==> config.mk <==
export PLATFORM = sky130hd
export DESIGN_NAME = modified_clock_page_replacer_unit
export DESIGN_NICKNAME = d
export VERILOG_FILES = /design/src/rtl/mcpr_pkg.sv /design/src/rtl/mcpr_ram.sv /design/src/rtl/mcpr_useq.sv /design/src/rtl/modified_clock_page_replacer_unit.sv
export SDC_FILE = /design/constraint.sdc
export NUM_CORES = 2
export LEC_CHECK = 0
export BUFFER_PORTS_ARGS = -buffer_cell sky130_fd_sc_hd__buf_2
export CAP_MARGIN = 5
export CORE_UTILIZATION = 55
export DETAILED_ROUTE_END_ITERATION = 16
export HOLD_SLACK_MARGIN = 0.12
export PLACE_DENSITY = 0.74
export REMOVE_ABC_BUFFERS = 1
export SYNTH_ARGS = -nofsm -noshare
export SYNTH_HDL_FRONTEND = slang
export SYNTH_SLANG_ARGS = --single-unit
==> constraint.sdc <==
create_clock -name clk -period 5.7 [get_ports clk]
set_input_delay 0.57 -clock clk [delete_from_list [all_inputs] [get_ports clk]]
set_output_delay 0.57 -clock clk [all_outputs]
set_load 0.02 [all_outputs]
==> src/rtl/mcpr_pkg.sv <==
`timescale 1ns / 1ps

package mcpr_pkg;

    // Fixed field widths
    localparam int WS_BITS      = 7;
    localparam int SLOT_BITS    = 6;
    localparam int OUTCOME_BITS = 2;

    localparam logic [WS_BITS-1:0] WS_RESET = 7'd64;

    // Result outcome codes
    localparam logic [OUTCOME_BITS-1:0] OUT_ACCESS   = 2'd0;
    localparam logic [OUTCOME_BITS-1:0] OUT_IGNORED  = 2'd1;
    localparam logic [OUTCOME_BITS-1:0] OUT_PLACED   = 2'd2;
    localparam logic [OUTCOME_BITS-1:0] OUT_REPLACED = 2'd3;

    // Microprogram step addresses
    typedef enum logic [3:0] {
        U_EMIT    = 4'd0,
        U_IDLE    = 4'd1,
        U_DISP    = 4'd2,
        U_ACC     = 4'd3,
        U_F_START = 4'd4,
        U_F_MOD   = 4'd5,
        U_P_SCAN  = 4'd6,
        U_P_NEXT  = 4'd7,
        U_R_INIT  = 4'd8,
        U_R_RD    = 4'd9,
        U_R_EV    = 4'd10,
        U_R_NEXT  = 4'd11,
        U_V_RD    = 4'd12,
        U_V_WR    = 4'd13
    } ustep_t;

    // Datapath actions
    typedef enum logic [3:0] {
        A_NONE,
        A_EMIT,
        A_LOAD,
        A_FRD_ASLOT,
        A_ACC_UPD,
        A_SCAN_HAND,
        A_SCAN_SUB,
        A_PLACE_STEP,
        A_ADVANCE,
        A_REP_INIT,
        A_FRD_SCAN,
        A_CLEAR_USED,
        A_PRD_SCAN,
        A_REPLACE
    } act_t;

    // Jump conditions
    typedef enum logic [3:0] {
        C_ALWAYS,
        C_NEVER,
        C_NO_IN,
        C_FAULT,
        C_SCAN_GE_N,
        C_SLOT_FREE,
        C_NOT_LAST,
        C_VICTIM,
        C_OUT_BUSY
    } cond_t;

    typedef struct packed {
        act_t   act;
        cond_t  cond;
        ustep_t target;
    } ctrl_t;

    typedef struct packed {
        logic no_in;
        logic fault;
        logic scan_ge_n;
        logic slot_free;
        logic not_last;
        logic victim;
        logic out_busy;
    } cond_flags_t;

    // Control store: next = condition ? target : step + 1
    function automatic ctrl_t ucode(input ustep_t s);
        ctrl_t w;
        case (s)
            U_EMIT:    w = '{A_EMIT,       C_OUT_BUSY,  U_EMIT};
            U_IDLE:    w = '{A_LOAD,       C_NO_IN,     U_IDLE};
            U_DISP:    w = '{A_FRD_ASLOT,  C_FAULT,     U_F_START};
            U_ACC:     w = '{A_ACC_UPD,    C_ALWAYS,    U_EMIT};
            U_F_START: w = '{A_SCAN_HAND,  C_NEVER,     U_IDLE};
            U_F_MOD:   w = '{A_SCAN_SUB,   C_SCAN_GE_N, U_F_MOD};
            U_P_SCAN:  w = '{A_PLACE_STEP, C_SLOT_FREE, U_EMIT};
            U_P_NEXT:  w = '{A_ADVANCE,    C_NOT_LAST,  U_P_SCAN};
            U_R_INIT:  w = '{A_REP_INIT,   C_NEVER,     U_IDLE};
            U_R_RD:    w = '{A_FRD_SCAN,   C_NEVER,     U_IDLE};
            U_R_EV:    w = '{A_CLEAR_USED, C_VICTIM,    U_V_RD};
            U_R_NEXT:  w = '{A_ADVANCE,    C_ALWAYS,    U_R_RD};
            U_V_RD:    w = '{A_PRD_SCAN,   C_NEVER,     U_IDLE};
            U_V_WR:    w = '{A_REPLACE,    C_ALWAYS,    U_EMIT};
            default:   w = '{A_NONE,       C_ALWAYS,    U_IDLE};
        endcase
        return w;
    endfunction

endpackage

==> src/rtl/mcpr_ram.sv <==
`timescale 1ns / 1ps

module mcpr_ram #(
    parameter int WIDTH = 20,
    parameter int DEPTH = 64
) (
    input  logic                     clk,
    input  logic                     we,
    input  logic                     re,
    input  logic [$clog2(DEPTH)-1:0] addr,
    input  logic [WIDTH-1:0]         wdata,
    output logic [WIDTH-1:0]         rdata
);

    logic [WIDTH-1:0] mem [DEPTH];
    logic [WIDTH-1:0] rdata_reg;

    // Single port, registered read
    always_ff @(posedge clk)
    begin
        if (we)
        begin
            mem[addr] <= wdata;
        end
        if (re)
        begin
            rdata_reg <= mem[addr];
        end
    end

    assign rdata = rdata_reg;

endmodule

==> src/rtl/mcpr_useq.sv <==
`timescale 1ns / 1ps

module mcpr_useq (
    input  logic                     clk,
    input  logic                     rst_n,
    input  mcpr_pkg::cond_flags_t    flags,
    output mcpr_pkg::ctrl_t          ctrl
);

    import mcpr_pkg::*;

    ustep_t upc_reg;
    ustep_t upc_next;
    logic   hit;

    // Control word of the current step
    always_comb
    begin
        ctrl = ucode(upc_reg);
    end

    // Condition select and next step
    always_comb
    begin
        case (ctrl.cond)
            C_ALWAYS:    hit = 1'b1;
            C_NEVER:     hit = 1'b0;
            C_NO_IN:     hit = flags.no_in;
            C_FAULT:     hit = flags.fault;
            C_SCAN_GE_N: hit = flags.scan_ge_n;
            C_SLOT_FREE: hit = flags.slot_free;
            C_NOT_LAST:  hit = flags.not_last;
            C_VICTIM:    hit = flags.victim;
            C_OUT_BUSY:  hit = flags.out_busy;
            default:     hit = 1'b1;
        endcase
        upc_next = hit ? ctrl.target : ustep_t'(4'(upc_reg) + 4'd1);
    end

    always_ff @(posedge clk or negedge rst_n)
    begin
        if (!rst_n)
        begin
            upc_reg <= U_IDLE;
        end
        else
        begin
            upc_reg <= upc_next;
        end
    end

endmodule

==> src/rtl/modified_clock_page_replacer_unit.sv <==
`timescale 1ns / 1ps

// Enhanced second-chance page replacer.
// Input channel (in_valid/in_ready): one item is either an access to a slot
// (kind 0) or a page fault (kind 1). Output channel (out_valid/out_ready):
// one result per item, in order. Config channel (cfg_valid/cfg_ready/cfg_data)
// writes ws_size; write it only while the block is idle.
// Steps: an accepted access reads its slot flags, updates them and then presents
// its result. A fault first loads the hand, then reduces it below the active
// size by repeated subtracts of the size, then walks for a free slot. With the
// set full it runs the clock, reading the flag RAM, evaluating and advancing for
// each slot passed, up to 4 passes over the active slots, then reads and swaps
// the victim page. Items are handled one at a time; the flag and page memories
// are single ported and set the per-slot pace.
// A new item is taken as soon as the previous result sits in the output
// register; a stalled receiver holds that result and stops the sequencer
// only when the next result is ready to go out.
// Reset empties the working set, puts the hand at slot 0 and ws_size at 64.
module modified_clock_page_replacer_unit #(
    parameter int SET_DEPTH        = 64,
    parameter int PAGE_NUMBER_BITS = 20
) (
    input  logic                                clk,
    input  logic                                rst_n,
    // config
    input  logic                                cfg_valid,
    output logic                                cfg_ready,
    input  logic [mcpr_pkg::WS_BITS-1:0]        cfg_data,
    // input items
    input  logic                                in_valid,
    output logic                                in_ready,
    input  logic                                kind,
    input  logic [PAGE_NUMBER_BITS-1:0]         fault_page,
    input  logic [mcpr_pkg::SLOT_BITS-1:0]      access_slot,
    input  logic                                is_write,
    // result items
    output logic                                out_valid,
    input  logic                                out_ready,
    output logic [mcpr_pkg::OUTCOME_BITS-1:0]   outcome,
    output logic [mcpr_pkg::SLOT_BITS-1:0]      slot,
    output logic [PAGE_NUMBER_BITS-1:0]         victim_page,
    output logic                                victim_dirty
);

    import mcpr_pkg::*;

    localparam int IW = $clog2(SET_DEPTH);
    localparam int CW = $clog2(SET_DEPTH + 1);

    ctrl_t       ctrl;
    cond_flags_t flags;

    // Control state
    logic [WS_BITS-1:0]   ws_size_reg;
    logic [SET_DEPTH-1:0] valid_reg,  valid_next;
    logic [IW-1:0]        hand_reg,   hand_next;
    logic [IW-1:0]        scan_reg,   scan_next;
    logic [IW-1:0]        count_reg,  count_next;
    logic [1:0]           pass_reg,   pass_next;
    logic                 out_valid_reg, out_valid_next;

    // Item and result payload
    logic                          kind_reg,   kind_next;
    logic [PAGE_NUMBER_BITS-1:0]   page_reg,   page_next;
    logic [SLOT_BITS-1:0]          aslot_reg,  aslot_next;
    logic                          wr_reg,     wr_next;
    logic                          dirty_reg,  dirty_next;
    logic [OUTCOME_BITS-1:0]       res_outcome_reg, res_outcome_next;
    logic [SLOT_BITS-1:0]          res_slot_reg,    res_slot_next;
    logic [PAGE_NUMBER_BITS-1:0]   res_victim_reg,  res_victim_next;
    logic                          res_dirty_reg,   res_dirty_next;
    logic [OUTCOME_BITS-1:0]       out_outcome_reg, out_outcome_next;
    logic [SLOT_BITS-1:0]          out_slot_reg,    out_slot_next;
    logic [PAGE_NUMBER_BITS-1:0]   out_victim_reg,  out_victim_next;
    logic                          out_dirty_reg,   out_dirty_next;

    // Memory ports
    logic                          f_we, f_re;
    logic [IW-1:0]                 f_addr;
    logic [1:0]                    f_wdata, f_rdata;   // {used, modified}
    logic                          p_we, p_re;
    logic [PAGE_NUMBER_BITS-1:0]   p_rdata;

    // Derived values
    logic [CW-1:0] n_eff;
    logic [IW-1:0] aslot_idx;
    logic [IW-1:0] scan_inc;
    logic          count_last;
    logic          acc_bad;
    logic          out_busy;

    mcpr_useq u_useq (
        .clk   (clk),
        .rst_n (rst_n),
        .flags (flags),
        .ctrl  (ctrl)
    );

    mcpr_ram #(
        .WIDTH (2),
        .DEPTH (SET_DEPTH)
    ) u_flag_ram (
        .clk   (clk),
        .we    (f_we),
        .re    (f_re),
        .addr  (f_addr),
        .wdata (f_wdata),
        .rdata (f_rdata)
    );

    mcpr_ram #(
        .WIDTH (PAGE_NUMBER_BITS),
        .DEPTH (SET_DEPTH)
    ) u_page_ram (
        .clk   (clk),
        .we    (p_we),
        .re    (p_re),
        .addr  (scan_reg),
        .wdata (page_reg),
        .rdata (p_rdata)
    );

    // Active size, clamped to 1..SET_DEPTH
    always_comb
    begin
        if (ws_size_reg == '0)
        begin
            n_eff = CW'(1);
        end
        else if (32'(ws_size_reg) > SET_DEPTH)
        begin
            n_eff = CW'(SET_DEPTH);
        end
        else
        begin
            n_eff = CW'(ws_size_reg);
        end
    end

    assign aslot_idx  = IW'(aslot_reg);
    assign scan_inc   = (32'(scan_reg) + 32'd1 == 32'(n_eff)) ? '0 : scan_reg + IW'(1);
    assign count_last = (32'(count_reg) + 32'd1 == 32'(n_eff));
    assign acc_bad    = (32'(aslot_reg) >= 32'(n_eff)) || !valid_reg[aslot_idx];
    assign out_busy   = out_valid_reg && !out_ready;

    // Branch conditions for the sequencer
    always_comb
    begin
        flags.no_in     = !in_valid;
        flags.fault     = kind_reg;
        flags.scan_ge_n = (32'(scan_reg) >= 32'(n_eff));
        flags.slot_free = !valid_reg[scan_reg];
        flags.not_last  = !count_last;
        flags.victim    = pass_reg[0] ? !f_rdata[1] : (!f_rdata[1] && !f_rdata[0]);
        flags.out_busy  = out_busy;
    end

    // Datapath driven by the current action
    always_comb
    begin
        valid_next       = valid_reg;
        hand_next        = hand_reg;
        scan_next        = scan_reg;
        count_next       = count_reg;
        pass_next        = pass_reg;
        kind_next        = kind_reg;
        page_next        = page_reg;
        aslot_next       = aslot_reg;
        wr_next          = wr_reg;
        dirty_next       = dirty_reg;
        res_outcome_next = res_outcome_reg;
        res_slot_next    = res_slot_reg;
        res_victim_next  = res_victim_reg;
        res_dirty_next   = res_dirty_reg;
        f_we             = 1'b0;
        f_re             = 1'b0;
        f_addr           = scan_reg;
        f_wdata          = 2'b00;
        p_we             = 1'b0;
        p_re             = 1'b0;
        case (ctrl.act)
            A_LOAD:
            begin
                if (in_valid)
                begin
                    kind_next  = kind;
                    page_next  = fault_page;
                    aslot_next = access_slot;
                    wr_next    = is_write;
                end
            end
            A_FRD_ASLOT:
            begin
                f_re   = 1'b1;
                f_addr = aslot_idx;
            end
            A_ACC_UPD:
            begin
                f_addr          = aslot_idx;
                res_slot_next   = aslot_reg;
                res_victim_next = '0;
                res_dirty_next  = 1'b0;
                if (acc_bad)
                begin
                    res_outcome_next = OUT_IGNORED;
                end
                else
                begin
                    res_outcome_next = OUT_ACCESS;
                    f_we             = 1'b1;
                    f_wdata          = {1'b1, f_rdata[0] | wr_reg};
                end
            end
            A_SCAN_HAND:
            begin
                scan_next  = hand_reg;
                count_next = '0;
                pass_next  = 2'd0;
            end
            A_SCAN_SUB:
            begin
                // hand modulo active size, one subtract per step
                if (flags.scan_ge_n)
                begin
                    scan_next = scan_reg - IW'(n_eff);
                end
            end
            A_PLACE_STEP:
            begin
                if (flags.slot_free)
                begin
                    p_we                 = 1'b1;
                    f_we                 = 1'b1;
                    f_wdata              = 2'b00;
                    valid_next[scan_reg] = 1'b1;
                    hand_next            = scan_inc;
                    res_outcome_next     = OUT_PLACED;
                    res_slot_next        = SLOT_BITS'(scan_reg);
                    res_victim_next      = '0;
                    res_dirty_next       = 1'b0;
                end
            end
            A_ADVANCE:
            begin
                scan_next = scan_inc;
                if (count_last)
                begin
                    count_next = '0;
                    pass_next  = pass_reg + 2'd1;
                end
                else
                begin
                    count_next = count_reg + IW'(1);
                end
            end
            A_REP_INIT:
            begin
                count_next = '0;
                pass_next  = 2'd0;
            end
            A_FRD_SCAN:
            begin
                f_re = 1'b1;
            end
            A_CLEAR_USED:
            begin
                // second-chance pass strips the used bit of slots it passes
                dirty_next = f_rdata[0];
                if (pass_reg[0] && f_rdata[1])
                begin
                    f_we    = 1'b1;
                    f_wdata = {1'b0, f_rdata[0]};
                end
            end
            A_PRD_SCAN:
            begin
                p_re = 1'b1;
            end
            A_REPLACE:
            begin
                p_we             = 1'b1;
                f_we             = 1'b1;
                f_wdata          = 2'b00;
                hand_next        = scan_inc;
                res_outcome_next = OUT_REPLACED;
                res_slot_next    = SLOT_BITS'(scan_reg);
                res_victim_next  = p_rdata;
                res_dirty_next   = dirty_reg;
            end
            default:
            begin
            end
        endcase
    end

    // Output register
    always_comb
    begin
        out_valid_next   = out_valid_reg;
        out_outcome_next = out_outcome_reg;
        out_slot_next    = out_slot_reg;
        out_victim_next  = out_victim_reg;
        out_dirty_next   = out_dirty_reg;
        if (out_valid_reg && out_ready)
        begin
            out_valid_next = 1'b0;
        end
        if (ctrl.act == A_EMIT && !out_busy)
        begin
            out_valid_next   = 1'b1;
            out_outcome_next = res_outcome_reg;
            out_slot_next    = res_slot_reg;
            out_victim_next  = res_victim_reg;
            out_dirty_next   = res_dirty_reg;
        end
    end

    always_ff @(posedge clk or negedge rst_n)
    begin
        if (!rst_n)
        begin
            ws_size_reg   <= WS_RESET;
            valid_reg     <= '0;
            hand_reg      <= '0;
            scan_reg      <= '0;
            count_reg     <= '0;
            pass_reg      <= 2'd0;
            out_valid_reg <= 1'b0;
        end
        else
        begin
            if (cfg_valid)
            begin
                ws_size_reg <= cfg_data;
            end
            valid_reg     <= valid_next;
            hand_reg      <= hand_next;
            scan_reg      <= scan_next;
            count_reg     <= count_next;
            pass_reg      <= pass_next;
            out_valid_reg <= out_valid_next;
        end
    end

    always_ff @(posedge clk)
    begin
        kind_reg        <= kind_next;
        page_reg        <= page_next;
        aslot_reg       <= aslot_next;
        wr_reg          <= wr_next;
        dirty_reg       <= dirty_next;
        res_outcome_reg <= res_outcome_next;
        res_slot_reg    <= res_slot_next;
        res_victim_reg  <= res_victim_next;
        res_dirty_reg   <= res_dirty_next;
        out_outcome_reg <= out_outcome_next;
        out_slot_reg    <= out_slot_next;
        out_victim_reg  <= out_victim_next;
        out_dirty_reg   <= out_dirty_next;
    end

    assign cfg_ready    = 1'b1;
    assign in_ready     = (ctrl.act == A_LOAD);
    assign out_valid    = out_valid_reg;
    assign outcome      = out_outcome_reg;
    assign slot         = out_slot_reg;
    assign victim_page  = out_victim_reg;
    assign victim_dirty = out_dirty_reg;

    // The free-slot walk only visits active slots
    a_place_in_range: assert property (@(posedge clk) disable iff (!rst_n)
        (ctrl.act == A_PLACE_STEP) |-> (32'(scan_reg) < 32'(n_eff)))
        else $error("placement walk left the active slots");

    // The clock never advances off the last slot of its final pass
    a_pass_bound: assert property (@(posedge clk) disable iff (!rst_n)
        (ctrl.act == A_ADVANCE && pass_reg == 2'd3) |-> !count_last)
        else $error("clock ran past its last pass");

    // A victim is always an occupied slot
    a_victim_valid: assert property (@(posedge clk) disable iff (!rst_n)
        (ctrl.act == A_REPLACE) |-> valid_reg[scan_reg])
        else $error("replacement chose an empty slot");

    // A placement marks its slot occupied on the next cycle
    a_place_marks: assert property (@(posedge clk) disable iff (!rst_n)
        (ctrl.act == A_PLACE_STEP && flags.slot_free) |=> valid_reg[$past(scan_reg)])
        else $error("placed slot not marked valid");

endmodule

==> qor.yml <==
clkPwrFrac_pct: 29.8
met1_length_um: 63010
syn_area_um2: 61840
leakagePower_nw: 22.15
die_area_um2: 113800
largest_register_ff_count: 1280
ys_seq_area_share_pct: 77.51
postSynth.topFlopCell: "sky130_fd_sc_hd__edfxtp_1"
final.min_clock_period_ns: 4.777
gp_congestion: 0.9195
grt_remaining_overflow: 0
die_x_um: 337.3
detail_route.wirelength_um: 171500
critical_path.startpoint_type: "register"
first_global_vias: 36510
all_layer_gr_usage_pct: 30.05
antenna_found_initial: 4
post_synth_edffs: 1517
timing.final.max_slew_violations: 0
switchingPower_w: 0.01101
p_per_area_nw_per_um2: 470.6
start_util_pct: 55.65
flow.area_growth_from_synthesis_pct: 13.33
later_pin_clock_latency_in_the_skew_report_ns: 0.79
power.combinational.fraction_pct: 26.5
hold_viol_final: 0
worst-slew-pin-transition_ns: 1.301
most-common-layout-cells: "1,517 x sky130_fd_sc_hd__edfxtp_1, 535 x sky130_fd_sc_hd__a22oi_1, 167 x sky130_fd_sc_hd__buf_4, 159 x sky130_fd_sc_hd__clkbuf_16, 112 x sky130_fd_sc_hd__a22o_1"
post_drt_via_cell_ratio: 6.910
setup-violations-final: 0
drc: 0
dr.first_iter.drc_count: 5587
cp.required_ns: 6.31
postCtsSetupBuffers: 0
switching_share_pct: 33.39
top_signal_layer_used: "met5"
synth-warning-count: 0
fin_tns_setup_ns: 0
hp-class: "input port to register"
post_synth.cell_area_avg_um2: 16.88
routedWlPerCell_um: 31.33
dr_wl_met3_um: 21100
cts.sink_count: 1612
peak_supply_drop_mv: 0.3355
design.portCount: 72
grt_pass1_wl_um: 246600
dp_worst_setup_slack_ns: 0.9467
post_route_cells_drive_above_1_share_pct: 15.59
mostFrequentLayoutCell: "sky130_fd_sc_hd__edfxtp_1"
unrepaired_setup_endpoints_after_global_routing: "false"
grt_start_max_net_pins: 93
dp.final_hpwl_um: 95310
route.vias.total: 37810
wl_met2_um: 78980
timing.critical_path.fanout_max: 66
critical_path_arrival_ns: 5.39
nets: 3926
timing.final.crit_share_pct: 83.80
max_cap_violations: 0
num_rows: 122
type_of_the_worst_setup_path: "register to register"
tritoncts: "done"
placeableCoreArea_um2: 111100
path_clk_slew_ns: 0.06
htree_num_levels: 4
p_int_w: 0.02197
power.total_w: 0.03298
final_worst_path_setup_slack_ns: 0.9233
achievable-frequency_mhz: 209.4
clock_buffers_created_by_tritoncts: 156
yosys.cell_types.count: 75
synthArstFlopShare_pct: 5.893
clock-skew-final_ns: 0.06310
drt_pre_antenna_iters: 8
cp-end-kind: "register"
max_root_sink_buffers: 3
numPortBuffers: 70
share_seq_of_total_power_pct: 43.8
ys_seq_elements: 1612
run_status: "finished clean"
root_buffer: "sky130_fd_sc_hd__clkbuf_16"
slew_headroom_pct: 12.97
die-height_um: 337.3
post_synth_inst_count: 3663
ant_nets: 0
## final cells by class
type                       count  area (um2)
clock buffer                 198        4135
multi-input combinational   1784       13060
tap                         1488        1862
inverter                      19       71.32
clock inverter                79       706.9
sequential                  1612       47930
antenna                        1       2.502
fill                        7663       41040
timing repair buffer         291        2310
## synthesized netlist by cell type (22+ instances only)
cell type / instances / area, um2
sky130_fd_sc_hd__o21ai_0: 26 / 130.1
sky130_fd_sc_hd__buf_2: 50 / 250.2
sky130_fd_sc_hd__and2_1: 23 / 143.9
sky130_fd_sc_hd__a21oi_1: 59 / 295.3
sky130_fd_sc_hd__a41oi_1: 49 / 429.2
sky130_fd_sc_hd__a221oi_1: 110 / 963.4
sky130_fd_sc_hd__and3_1: 27 / 168.9
sky130_fd_sc_hd__nor4_1: 24 / 150.1
sky130_fd_sc_hd__mux4_2: 22 / 495.5
sky130_fd_sc_hd__a22oi_1: 535 / 4016
sky130_fd_sc_hd__buf_1: 29 / 108.9
sky130_fd_sc_hd__nor3_1: 103 / 515.5
sky130_fd_sc_hd__mux2_2: 29 / 326.6
sky130_fd_sc_hd__dfrtp_1: 93 / 2327
sky130_fd_sc_hd__clkbuf_1: 161 / 604.3
sky130_fd_sc_hd__nor2_1: 124 / 465.5
sky130_fd_sc_hd__nand2_1: 93 / 349.1
sky130_fd_sc_hd__nand3_1: 42 / 210.2
sky130_fd_sc_hd__o21bai_1: 66 / 495.5
sky130_fd_sc_hd__edfxtp_1: 1517 / 45550
sky130_fd_sc_hd__a31oi_1: 94 / 588.1
sky130_fd_sc_hd__a22o_1: 112 / 980.9
sky130_fd_sc_hd__nand4_1: 40 / 250.2
## worst paths after layout
check	start	end	slack, ns	cells after the start
worst min-delay path	cfg_valid	ws_size_reg[3]	0.18	2
min in group asynchronous	rst_n	valid_reg[56]	0.39	2
worst max register to register	u_useq.upc_reg[0]	u_flag_ram.mem[51][0]	0.92	9
max in group asynchronous	rst_n	valid_reg[7]	4.25	3
worst max-delay path	u_useq.upc_reg[0]	u_flag_ram.mem[51][0]	0.92	9
worst min register to register	res_slot_reg[2]	slot[2]	0.42	0
## metal layers
metal,GRT usage [%],up-vias
li1,-,15640
met1,40.62,18930
met2,45.90,2819
met3,7.371,422
met4,14.84,4
met5,0,-
## metrics by stage
| stage | instance area (um2) | cells | hold WS, ns | util [%] |
|---|---|---|---|---|
| after CTS | 70080 | 5471 | 0.1441 | 63.06 |
| after global placement | 64850 | 5155 | 0.4009 | 58.35 |
| after detailed placement | 64850 | 5155 | 0.4045 | 58.35 |
| after floorplan | 60790 | 3415 | 0.2744 | - |
| after global routing | 70080 | 5471 | 0.1841 | 63.07 |
| final | 70080 | 5472 | 0.1831 | 63.07 |
## worst max-delay path, stage by stage, from the launching register on
cell and delay (ns):
sky130_fd_sc_hd__dfstp_2 0.74, sky130_fd_sc_hd__inv_1 0.15, sky130_fd_sc_hd__ha_1 0.39, sky130_fd_sc_hd__nand2b_1 0.21, sky130_fd_sc_hd__or4_1 0.82, sky130_fd_sc_hd__nor2_4 0.27, sky130_fd_sc_hd__buf_4 0.56, sky130_fd_sc_hd__a21oi_1 0.22
sky130_fd_sc_hd__nor2_4 0.90, sky130_fd_sc_hd__buf_4 0.32
## power groups by stage
stage | registers [W] | logic, W | clock network [W]
finish | 0.0144 | 0.00872 | 0.00981
global route | 0.0145 | 0.00913 | 0.0103
CTS | 0.0144 | 0.00852 | 0.00987
detailed placement | 0.0147 | 0.00844 | 0
global placement | 0.0147 | 0.00835 | 0
floorplan | 0.0149 | 0.00451 | 0
## kinds of logic (layout without fill, tap and decap cells)
kind of cell / count (synthesis) / in the layout / synth area share [%]
simple gates: 535 / 535 / 4.354
buf+inv: 267 / 587 / 1.813
compound gates: 1134 / 1134 / 13.91
fa+ha+maj: 22 / 22 / 0.4573
flops: 1612 / 1612 / 77.51
other cells: 1 / 2 / 0.006064
mux: 70 / 70 / 1.637
xor+xnor: 22 / 22 / 0.3116
## timing repair
item,in CTS,in global routing
hold endpoints to repair,85,0
gates resized for setup,0,0
hold buffers,39,0
No activity file was read; power rests on OpenSTA's default activity.
